## config.mk

```make
export PLATFORM = sky130hd
export DESIGN_NAME = dics_front
export DESIGN_NICKNAME = d
export VERILOG_FILES = /design/src/rtl/dics_pkg.sv /design/src/rtl/dics_front.sv
export VERILOG_INCLUDE_DIRS = /design/src /design/src/rtl
export SDC_FILE = /design/constraint.sdc
export NUM_CORES = 1
export LEC_CHECK = 0
export ABC_AREA = 0
export BUFFER_PORTS_ARGS = -buffer_cell sky130_fd_sc_hd__buf_4
export CORE_MARGIN = 2
export CORE_UTILIZATION = 51
export DETAILED_ROUTE_END_ITERATION = 10
export GPL_TIMING_DRIVEN = 0
export HOLD_SLACK_MARGIN = 0.05
export PLACE_DENSITY_LB_ADDON = 0.3
export SLEW_MARGIN = 20
export SYNTH_ARGS = -nofsm -noshare
export SYNTH_HDL_FRONTEND = slang
export SYNTH_SLANG_ARGS = --single-unit
export TNS_END_PERCENT = 30
```

## constraint.sdc

```tcl
create_clock -name clk -period 2.5 [get_ports clk]
set_input_delay 0.5 -clock clk [delete_from_list [all_inputs] [get_ports clk]]
set_output_delay 0.5 -clock clk [all_outputs]
set_load 0.01 [all_outputs]
```

## src/rtl/assert_macros.svh

```systemverilog
// Assertion macros shared by the sampler modules.
`ifndef ASSERT_MACROS_SVH
`define ASSERT_MACROS_SVH

// Property that must hold on every cycle out of reset.
`define CHECK_ALWAYS(label, clk, rst, prop) \
  label: assert property (@(posedge clk) disable iff (rst) (prop)) \
    else $error("%m: check failed");

// Same-cycle implication.
`define CHECK_IMPLY(label, clk, rst, ante, cons) \
  label: assert property (@(posedge clk) disable iff (rst) (ante) |-> (cons)) \
    else $error("%m: check failed");

`endif

```

## src/rtl/dics_pkg.sv

```systemverilog
// Types and constants shared by the inverse-CDF sampler modules.
package dics_pkg;

  // Fixed field widths of the item and result ports
  localparam int BIN_IDX_W = 9;
  localparam int FIELD_W   = 16;
  localparam int CFG_W     = 10;
  localparam int WAVE_W    = 11;

  // Configuration port
  localparam int APB_ADDR_W = 4;
  localparam int APB_DATA_W = 32;
  localparam logic [1:0] REG_BASE_WAVELENGTH = 2'd0;
  localparam logic [1:0] REG_BIN_COUNT       = 2'd1;
  localparam logic [1:0] REG_PRODUCT_MODE    = 2'd2;

  localparam logic [CFG_W-1:0] BASE_WAVELENGTH_RESET = 10'd360;
  localparam logic [CFG_W-1:0] BIN_COUNT_RESET       = 10'd471;
  localparam logic             PRODUCT_MODE_RESET    = 1'b1;

  // Command queue between front and back
  localparam int FIFO_DEPTH = 4;
  localparam int FIFO_PTR_W = 2;
  localparam int FIFO_CNT_W = 3;

  typedef enum logic {
    CMD_LOAD   = 1'b0,
    CMD_SAMPLE = 1'b1
  } cmd_kind_t;

  typedef struct packed {
    cmd_kind_t            kind;
    logic [BIN_IDX_W-1:0] bin_index;
    logic [FIELD_W-1:0]   weight_first;
    logic [FIELD_W-1:0]   weight_second;
    logic [FIELD_W-1:0]   u_fraction;
  } cmd_t;

  // Back-end status seen by the front end
  typedef struct packed {
    logic clearing;
  } back_status_t;

  typedef enum logic [2:0] {
    ST_CLEAR  = 3'd0,
    ST_IDLE   = 3'd1,
    ST_SUM    = 3'd2,
    ST_MUL    = 3'd3,
    ST_THR    = 3'd4,
    ST_SEARCH = 3'd5,
    ST_OUT    = 3'd6
  } back_state_t;

endpackage

```

## src/rtl/dics_front.sv

```systemverilog
// Front end: accepts items, classifies them and queues commands for the back end.
module dics_front
  import dics_pkg::*;
#(
  parameter int MAX_BINS = 512
) (
  input  logic                 clk,
  input  logic                 rst,
  input  logic                 push,
  output logic                 full,
  input  logic                 action,
  input  logic [BIN_IDX_W-1:0] bin_index,
  input  logic [FIELD_W-1:0]   weight_first,
  input  logic [FIELD_W-1:0]   weight_second,
  input  logic [FIELD_W-1:0]   u_fraction,
  input  back_status_t         status,
  output logic                 cmd_valid,
  output cmd_t                 cmd,
  input  logic                 cmd_ready
);

  `include "assert_macros.svh"

  cmd_t                  fifo [FIFO_DEPTH];
  logic [FIFO_PTR_W-1:0] wr_ptr;
  logic [FIFO_PTR_W-1:0] rd_ptr;
  logic [FIFO_CNT_W-1:0] count;
  logic                  accept;
  logic                  drop;
  logic                  wr;
  logic                  rd;
  cmd_t                  incoming;

  // Classify: loads past the table end are taken and discarded
  always_comb begin
    incoming.kind          = action ? CMD_SAMPLE : CMD_LOAD;
    incoming.bin_index     = bin_index;
    incoming.weight_first  = weight_first;
    incoming.weight_second = weight_second;
    incoming.u_fraction    = u_fraction;
  end

  assign full   = (count == FIFO_CNT_W'(FIFO_DEPTH)) || status.clearing;
  assign accept = push && !full;
  assign drop   = (incoming.kind == CMD_LOAD) && (int'(bin_index) >= MAX_BINS);
  assign wr     = accept && !drop;
  assign rd     = cmd_valid && cmd_ready;

  assign cmd_valid = (count != '0);
  assign cmd       = fifo[rd_ptr];

  // Queue storage
  always_ff @(posedge clk) begin
    if (wr) begin
      fifo[wr_ptr] <= incoming;
    end
  end

  // Queue pointers
  always_ff @(posedge clk) begin
    if (rst) begin
      wr_ptr <= '0;
      rd_ptr <= '0;
      count  <= '0;
    end else begin
      if (wr) begin
        wr_ptr <= wr_ptr + 1'b1;
      end
      if (rd) begin
        rd_ptr <= rd_ptr + 1'b1;
      end
      if (wr && !rd) begin
        count <= count + 1'b1;
      end else if (rd && !wr) begin
        count <= count - 1'b1;
      end
    end
  end

  `CHECK_ALWAYS(a_count_bound, clk, rst, count <= FIFO_CNT_W'(FIFO_DEPTH))
  `CHECK_ALWAYS(a_count_step, clk, rst, (count == $past(count)) || (count == $past(count) + 1'b1) || (count == $past(count) - 1'b1))

endmodule

```

==> results of run 1 <==
## flip-flops by register name, summed over array words and instances (netlist names), named ones only
name / cells
rd_ptr: 2
wr_ptr: 2
count: 3
fifo: 232
## power groups by stage
stage,registers (mW),clock network [mW],logic (mW)
after global placement,4.81,0,2.53
after CTS,4.72,3.25,2.60
after floorplan,4.79,0,1.57
final,4.73,3.15,2.53
after global routing,4.75,3.41,2.73
after detailed placement,4.81,0,2.58
## layout make-up
cell class | count | area [um2] | area share
flip-flops and latches | 241 | 7148 | 0.6578
plain buffers | 14 | 135.1 | 0.01244
clock inverters | 10 | 45.04 | 0.004145
well taps | 225 | 281.5 | 0.02591
clock buffers | 31 | 648.1 | 0.05964
inverters | 3 | 11.26 | 0.001036
multi-input cells | 94 | 1594 | 0.1467
repair buffers | 125 | 1003 | 0.09234
## cell usage in the layout, fill, tap and decap left out, drive strengths merged, types with 2 or more instances in the layout
cell    count
a21oi       2
and2        4
buf       137
clkbuf     33
clkinv      9
dfxtp       9
edfxtp    232
ha          5
inv         3
mux2i       2
mux4       58
nand2b      3
nor2        8
or3         2
xor2        4
## layer usage
layer,GRT usage,share of wire,vias to the layer above
li1,-,-,1792
met1,0.2268,0.41,2065
met2,0.2887,0.52,108
met3,0.02834,0.051,24
met4,0.04919,0.019,0
met5,0,0,-
## synthesized netlist by cell type (all sizes together)
| library cell | count | area (um2) |
|---|---|---|
| mux4 | 58 | 1306 |
| nand2b | 3 | 18.77 |
| a21oi | 2 | 13.76 |
| fa | 1 | 20.02 |
| dfxtp | 9 | 180.2 |
| o31ai | 1 | 7.510 |
| o21ai | 1 | 5.000 |
| or3 | 2 | 12.51 |
| clkbuf | 1 | 3.750 |
| nor2 | 8 | 30.03 |
| and2 | 4 | 25.02 |
| xor2 | 4 | 35.03 |
| buf | 13 | 120.1 |
| inv | 3 | 11.26 |
| o311ai | 1 | 8.760 |
| ha | 5 | 62.56 |
| a21o | 1 | 7.510 |
| edfxtp | 232 | 6967 |
| mux2 | 1 | 11.26 |
| mux2i | 2 | 20.02 |
## cells by family after synthesis
| logic type | count (synthesis) | synth area share |
|---|---|---|
| multiplexers | 61 | 0.1509 |
| XOR/XNOR | 4 | 0.003951 |
| adder cells (fa/ha/maj) | 6 | 0.009314 |
| flip-flops | 241 | 0.8061 |
| AND/OR/NAND/NOR | 17 | 0.009737 |
| AO/OA/AOI/OAI | 6 | 0.004798 |
| buffers and inverters | 17 | 0.01524 |
## metrics by stage
| step | util | cell area [um2] | setup TNS [ns] | hold slack (ns) | instances |
|---|---|---|---|---|---|
| global placement | 0.5876 | 10060 | -203.94 | 0.4916 | 698 |
| finish | 0.6349 | 10870 | 0 | 0.1959 | 743 |
| global route | 0.6349 | 10870 | -0.004625 | 0.1804 | 743 |
| CTS | 0.6346 | 10860 | 0 | 0.1741 | 743 |
| floorplan | - | 8869 | -23.48 | 0.4820 | 352 |
| detailed placement | 0.5936 | 10160 | -0.006253 | 0.5193 | 702 |
## worst reg2reg max path, delay by kind of cell, from the launching register on
kind / cells / cell delay, ns
AOI/OAI and AO/OA: 2 / 0.52
DFF: 1 / 0.45
buffers and inverters: 1 / 0.07
adders and majority gates: 2 / 0.64
xor gates and xnor gates: 1 / 0.18
and+or+nand+nor: 2 / 0.41
## timing repair
item	CTS	global route
resized for setup	5	2
setup endpoints to repair	50	20
setup buffers	0	0
hold buffers	0	0
## worst paths after layout
path                   from     endpoint
max               flip-flop      cmd[37]
max reg2reg        count[0]     count[2]
min          u_fraction[12]  fifo[1][12]
min reg2reg       wr_ptr[1]    wr_ptr[1]
==> results.md, run 1 <==
- Initial antenna violation count: 0
- Gr ovfl total: 0
- Pin count of the biggest net entering global routing: 41
- Final nets: 572
- Filler cells: 1,160
- TritonCTS buffer count: 24
- Hold Path Cell Cnt: 1
- Residual DRC: 0
- Post-Place Setup Slack: -0.006253 ns
- Flop pwr share: 0.454
- Syn Nets: 421
- Global-route wire length before repair: 23.33 mm
- Outcome: finished, final reports clean
- Cells on worst reg2reg path: 8
- Post-synthesis cell type count: 25
- Yosys warning total: 0
- RD Place Congestion: 0.6576
- GRT Total Usage: 0.1689
- CP top delay family: buffers and inverters
- Area growth syn-to-layout: 22.57%
- Slew Viols, Final: 0
- CTS tree: built
- Sw frac: 0.2419
- Clk Latency, worst-skew pair: 0.50 ns
- Power Internal: 7.890 mW
- DRT antenna net count: 0
- Initial DRC Count: 237
- Final min period: 2.418 ns
- Post-DR wirelength/cell: 20.41 um
- CP Class: flip-flop to primary output
- Crit-path max cell delay: 0.52 ns
- Combinational share of power: 0.243
- Setup violations, final: 0
- Post-synthesis register bit count: 241
- Ant diodes: 0
- Die X: 135.9 um
- # port buffers: 121
- Synthesized area: 0.008866 mm2
- Total Wirelength: 15.17 mm
- Fmax: 0.4136 GHz
- Reg2Reg Setup Slack: 0.16 ns
- 1st-pass router iterations: 4
- Rows: 48
- Tightest Hold Check Type: primary input to flip-flop
- # H-tree levels: 1
- Die height: 135.9 um
- DP HPWL: 9.265 mm
- CP startpoint kind: flip-flop
- Final setup margin: 0.08210 ns
- Worst path required time: 2.00 ns
- Switching power: 2.517 mW
- Core area: 0.01712 mm2
- Synthesized area per cell: 25.19 um2
- Max Clock Skew: 0.008184 ns
- Post-synthesis sequential area ratio: 0.8061
- Root buf cell: clkbuf_16
- P_leak: 3.664 nW
- Clk sinks: 241
- CTS clk-pin slew, worst paths: 0.06 ns
- Crit path cell chain: buf_6 > buf_12 > buf_12 > mux4_2 > buf_4
- Slowest CP cell: mux4_2
- Vias in the first global route: 4,279
- Worst VDD drop: 659.0 uV
- Critical path buffers and inverters: 4
- CP Max Fanout: 10
- Clk buf depth: 3
- CP endpoint kind: primary output
- WP depth: 5
- Final Hold Vio Count: 0
- Layout cells sized above 1: 0.4479
- Vias per cell: 5.369
- Ports: 123
- PD cells: 957.7 mW/mm2
- Clock network power share: 0.303
- Least-Margin Pin Slew: 0.4269 ns
- Post-layout power: 10.41 mW
- Die area: 0.01846 mm2
- # Max-Cap Violations: 0
- Gate Count Post-Synth: 352
- Period utilization: 0.9672
- Critical Path Most Common Cell: buf_12
- Worst relative slew slack: 0.7130
- Starting Density: 0.5180
- Crit path DAT: 1.92 ns
- Total number of vias: 3,989
(Power assumes the default switching activity.)
==> run 2: changes to the inputs <==
CORE_ASPECT_RATIO = 1.2   (was unset)
==> run 2 against run 1 <==
Sequential power barely moved. Power rose by 1.2%. Final area rose by 0.16%. Setup slack improved by 0.0062 ns. Largest power group unchanged.
==> results.md, run 2 (synthesis results as in run 1) <==
- CP top delay family: buffers and inverters
- WHS: 0.1995 ns (+0.003612 ns)
- Post-Place Setup Slack: -0.01398 ns (-0.007728 ns)
- Least-Margin Pin Slew: 0.4743 ns (+0.04745 ns)
- Area growth syn-to-layout: 22.76%
- Slew Viols, Final: 0 (unchanged)
- DRT antenna net count: 0 (unchanged)
- RSZ-0062 raised after global routing: false
- # port buffers: 121 (unchanged)
- Hold buffer count at CTS: 0 (unchanged)
- Final nets: 572 (unchanged)
- GRT Max-Usage Layer: met2
- Tightest Hold Check Type: primary input to flip-flop
- Final setup margin: 0.08829 ns (+0.006187 ns)
- Global-route wire length before repair: 24.36 mm (+4.4%)
- Vias in the first global route: 4,460 (+4.2%)
- Final min period: 2.412 ns (-0.006187 ns)
- Slowest CP cell: mux4_2
- Switching power: 2.526 mW (+0.35%)
- TritonCTS buffer count: 24 (unchanged)
- CP Class: flip-flop to primary output
- RD Place Congestion: 0.6853 (+4.2%)
- Most frequent cells in the layout: 232 x edfxtp_1, 122 x buf_4, 58 x mux4_2
- Met2 global-route usage: 0.3169 (+0.02822)
- Vias per cell: 5.460 (+1.7%)
- Worst VDD drop: 657.9 uV (-0.17%)
- Initial antenna violation count: 0 (unchanged)
- Max Clock Skew: 0.006483 ns (-0.001701 ns)
- Starting Density: 0.5221 (+0.004122)
- Clk Latency, worst-skew pair: 0.50 ns (about the same)
- PD cells: 967.8 mW/mm2 (+1.1%)
- Worst relative slew slack: 0.6838 (-0.02920)
- Number of post-CTS setup repair buffers: 0 (unchanged)
- Hold Path Origin: weight_first[2]
- Crit path cell chain: buf_6 > buf_12 > buf_12 > mux4_2 > buf_4
- # Max-Cap Violations: 0 (unchanged)
- Rows: 52 (+8.3%)
- Biggest register: fifo
- Total Wirelength: 15.42 mm (+1.7%)
- Ports: 123 (unchanged)
- Crit-path max cell delay: 0.51 ns (about the same)
- Layout cells sized above 1: 0.4496 (+0.001736)
- Post-DR wirelength/cell: 21.06 um (+3.2%)
- Clk buf depth: 3 (unchanged)
- CTS clk-pin slew, worst paths: 0.06 ns (about the same)
- Crit path DAT: 1.91 ns (about the same)
- Power Internal: 8.008 mW (+1.5%)
- Initial DRC Count: 223 (-5.9%)
- Fmax: 0.4146 GHz (+0.26%)
- RR Startpoint: count[0]
- Met1 GRT Util: 0.2053 (-0.02159)
- CP startpoint kind: flip-flop
- Final Hold Vio Count: 0 (unchanged)
- Combinational share of power: 0.242 (about the same)
- Total number of vias: 3,997 (+0.20%)
- Pin count of the biggest net entering global routing: 46 (+12%)
- Flop pwr share: 0.449 (-0.005)
- DP HPWL: 9.699 mm (+4.7%)
- Worst path required time: 2.00 ns (about the same)
- Root buf cell: clkbuf_16
- Gr ovfl total: 0 (unchanged)
- Critical path buffers and inverters: 4 (unchanged)
- CP Max Fanout: 10 (unchanged)
- Regs by FF count: fifo: 232 flops, count: 3 flops
- Critical Path Most Common Cell: buf_12
- CP endpoint kind: primary output
- Grt met3 use: 0.02842 (+0.00008020)
- Most common cell after layout, fill and taps aside: edfxtp_1
- Ant diodes: 0 (unchanged)
- PostCTS Resize Cnt: 3 (-2)
- CTS tree: built
- Max reg flops: 232 (unchanged)
- Die height: 148.4 um (+9.3%)
- GRT Total Usage: 0.1707 (+0.001826)
- Residual DRC: 0 (unchanged)
- Core area: 0.01698 mm2 (-0.79%)
- Setup violations, final: 0 (unchanged)
- Post-layout power: 10.53 mW (+1.2%)
- P_leak: 3.676 nW (+0.34%)
- # H-tree levels: 1 (unchanged)
- 1st-pass router iterations: 4 (unchanged)
- Period utilization: 0.9647 (-0.002475)
- Die area: 0.01846 mm2 (about the same)
- Clk sinks: 241 (unchanged)
- Sw frac: 0.2398 (-0.002061)
- Clock network power share: 0.309 (+0.006)
- Die X: 124.4 um (-8.5%)
- Outcome: finished, final reports clean
## run 2: changes by cell type in the layout (fill, tap and decap cells not counted), sizes merged
cell / delta
clkinv: -3
clkinvlp: -1
buf: -2
clkbuf: +2
bufinv: +1
inv: +1
## run 2: cell type report
cell class / count / area, um2
repair buffers: 125 / 1003
clock buffers: 31 / 648.1
clock inverters: 8 / 66.31
flip-flops and latches: 241 / 7148
multi-input cells: 94 / 1602
inverters: 3 / 11.26
well taps: 216 / 270.3
plain buffers: 14 / 135.1
fillers: 1106 / 6097
## run 2: power by group through the flow
stage | registers [mW] | clock network, mW | logic, mW
2_1_floorplan | 4.79 | 0 | 1.57
3_3_place_gp | 4.81 | 0 | 2.53
3_5_place_dp | 4.81 | 0 | 2.60
4_1_cts | 4.73 | 3.36 | 2.61
5_1_grt | 4.74 | 3.51 | 2.75
6_report | 4.73 | 3.26 | 2.55
## run 2: path summary, 6_finish.rpt
kind | end | slack [ns] | cells past startpoint
min reg2reg | wr_ptr[1] | 0.52 | 2
max | cmd[41] | 0.09 | 5
max reg2reg | count[2] | 0.22 | 8
min | fifo[3][34] | 0.20 | 1
## run 2: through the flow
| step | utilization | cell area [um2] | std cells | setup TNS [ns] |
|---|---|---|---|---|
| 2_1_floorplan | - | 8869 | 352 | -23.48 |
| 3_3_place_gp | 0.5917 | 10050 | 689 | -201.38 |
| 3_5_place_dp | 0.5973 | 10140 | 693 | -0.01398 |
| 4_1_cts | 0.6396 | 10860 | 732 | -1.064 |
| 5_1_grt | 0.6410 | 10880 | 732 | 0 |
| 6_report | 0.6410 | 10880 | 732 | 0 |
## run 2: layer usage
metal | up-vias | part of all wire
met5 | - | 0
met4 | 0 | 0.025
met3 | 27 | 0.039
met2 | 91 | 0.55
met1 | 2087 | 0.39
li1 | 1792 | -
## run 2: worst register-to-register path, cell delays in order (launching register included)
cell     delay (ns)
dfxtp_1        0.45
nor2_1         0.13
a21oi_4        0.28
ha_1           0.26
inv_1          0.07
fa_1           0.38
xor2_1         0.18
or3_1          0.32
a21oi_1        0.14
==> run 3: changes to the inputs <==
==> constraint.sdc (replaced) <==
create_clock -name clk -period 2.5 [get_ports clk]
set_input_delay 0.5 -clock clk [delete_from_list [all_inputs] [get_ports clk]]
set_output_delay 0.5 -clock clk [all_outputs]
set_load 0.005 [all_outputs]
==> run 3 against run 2 <==
Global-route usage stayed put. Register-to-register slack hardly changed. Final area hardly changed. Setup slack better by 0.0048 ns. Utilization hardly changed.
==> results.md, run 3 (synthesis results as in run 1) <==
- Slew Viols, Final: 0 (unchanged)
- CTS tree: built
- Clk buf depth: 3 (unchanged)
- DRT antenna net count: 0 (unchanged)
- Ports: 123 (unchanged)
- Final setup margin: 0.09305 ns (+0.004758 ns)
- Crit path DAT: 1.91 ns (about the same)
- Least-Margin Pin Slew: 0.4764 ns (+0.002041 ns)
- Slowest CP cell: mux4_2
- Clock network power share: 0.315 (+0.006)
- Tightest Hold Check Type: primary input to flip-flop
- TritonCTS buffer count: 24 (unchanged)
- Post-layout power: 10.36 mW (-1.7%)
- Die area: 0.01846 mm2 (unchanged)
- Final Hold Vio Count: 0 (unchanged)
- GRT Total Usage: 0.1707 (unchanged)
- Die X: 124.4 um (unchanged)
- Worst relative slew slack: 0.6824 (-0.001361)
- Starting Density: 0.5221 (unchanged)
- Residual DRC: 0 (unchanged)
- # H-tree levels: 1 (unchanged)
- Sequential Area: 0.007148 mm2 (unchanged)
- Fmax: 0.4155 GHz (+0.20%)
- Pin count of the biggest net entering global routing: 46 (unchanged)
- Critical Path Most Common Cell: buf_12
- RD Place Congestion: 0.6853 (unchanged)
- Total Wirelength: 15.42 mm (about the same)
- # port buffers: 121 (unchanged)
- Rows: 52 (unchanged)
- Multi-input gate area: 0.001602 mm2 (unchanged)
- DRT met1 WL: 5.924 mm (-0.50%)
- Global-route wire length before repair: 24.36 mm (unchanged)
- Final min period: 2.407 ns (-0.004758 ns)
- Sw frac: 0.2289 (-0.01093)
- Regs by FF count: fifo: 232 flops, count: 3 flops
- 1st-pass router iterations: 4 (unchanged)
- Crit path cell chain: buf_6 > buf_12 > buf_12 > mux4_2 > buf_4
- Initial antenna violation count: 0 (unchanged)
- Met2 wire length: 8.465 mm (about the same)
- Die height: 148.4 um (unchanged)
- Placed cell areas: 0.01014 mm2 (unchanged)
- DP HPWL: 9.699 mm (unchanged)
- Ant diodes: 0 (unchanged)
- Area growth syn-to-layout: 22.68% (about the same)
- CP endpoint kind: primary output
- Design Area, Final: 0.01088 mm2 (about the same)
- Max reg flops: 232 (unchanged)
- Gr ovfl total: 0 (unchanged)
- Top sig layer: met4
- Flop pwr share: 0.456 (+0.007)
- Most common cell after layout, fill and taps aside: edfxtp_1
- Biggest register: fifo
- CTS clk-pin slew, worst paths: 0.06 ns (about the same)
- RSZ-0062 raised after global routing: false
- # Max-Cap Violations: 0 (unchanged)
- Combinational share of power: 0.229 (-0.013)
- Final core utilization: 0.6405 (about the same)
- Vias in the first global route: 4,460 (unchanged)
- CP Class: flip-flop to primary output
- Clk Latency, worst-skew pair: 0.50 ns (about the same)
- Core area: 0.01698 mm2 (unchanged)
- Vias per cell: 5.464 (about the same)
- Post-Place Setup Slack: -0.01398 ns (unchanged)
- CP startpoint kind: flip-flop
- Outcome: finished, final reports clean
- CP Max Fanout: 10 (unchanged)
- Post-DR wirelength/cell: 21.07 um (about the same)
- Initial DRC Count: 226 (+1.3%)
- Most frequent cells in the layout: 232 x edfxtp_1, 124 x buf_4, 58 x mux4_2
- Period utilization: 0.9628 (-0.001903)
- Switching power: 2.370 mW (-6.2%)
- Wire length on met3: 650 um (+7.1%)
- P_leak: 3.674 nW (about the same)
- Root buf cell: clkbuf_16
- Setup violations, final: 0 (unchanged)
- Filler cells: 1,108 (+0.18%)
- Total number of vias: 4,000 (+0.075%)
- Clk sinks: 241 (unchanged)
- Worst VDD drop: 643.3 uV (-2.2%)
- PD cells: 952.3 mW/mm2 (-1.6%)
- Final nets: 572 (unchanged)
- Layout cells sized above 1: 0.4496 (unchanged)
- Power Internal: 7.987 mW (-0.25%)
- Crit-path max cell delay: 0.51 ns (about the same)
- Worst path required time: 2.00 ns (about the same)
- Max Clock Skew: 0.008640 ns (+0.002157 ns)
-- run 3: cell counts in the layout (fill, tap and decap cells not counted) --
No cell type changed its count.
-- run 3: cell type report --
class / count / area share
Buffer: 14 / 0.01242
Timing Repair Buffer: 125 / 0.09157
Inverter: 3 / 0.001035
Multi-Input combinational cell: 94 / 0.1472
Sequential cell: 241 / 0.6572
Clock inverter: 8 / 0.006097
Clock buffer: 31 / 0.05959
Tap cell: 216 / 0.02485
-- run 3: path summary, 6_finish.rpt --
kind | slack (ns) | cells past startpoint | to | start
max | 0.09 | 5 | cmd[32] | flip-flop
min | 0.20 | 1 | fifo[3][34] | weight_first[2]
max reg2reg | 0.22 | 8 | count[2] | count[0]
min reg2reg | 0.52 | 2 | wr_ptr[1] | wr_ptr[1]
-- run 3: timing repair --
action	4_1_cts	5_1_grt
hold buffers	0	0
gates resized for setup	3	5
pin swaps	0	0
endpoints found under the setup margin	49	21
buffers inserted	0	0
-- run 3: layer usage --
layer | track usage | up-vias
met5 | 0 | -
met4 | 0.05337 | 0
met3 | 0.02842 | 27
met2 | 0.3169 | 97
met1 | 0.2053 | 2083
li1 | - | 1793
-- run 3: critical path, delay by kind of cell (launching register included) --
family,cells,cell delay (ns)
buffers and inverters,4,0.57
DFF,1,0.32
muxes,1,0.51
-- run 3: per-stage QoR --
stage                     cells  TNS [ns]  hold slack [ns]
after floorplan             352    -23.48           0.4820
after global placement      689   -201.38           0.4904
after detailed placement    693  -0.01398           0.5118
after CTS                   732   -0.8975           0.1764
after global routing        732         0           0.1825
final                       732         0           0.1995
-- run 3: power groups by stage --
stage          Combinational, mW  Clock, mW  Sequential [mW]
6_report                    2.37       3.26             4.73
5_1_grt                     2.57       3.51             4.74
4_1_cts                     2.44       3.36             4.73
3_5_place_dp                2.43          0             4.81
3_3_place_gp                2.36          0             4.81
2_1_floorplan               1.40          0             4.79
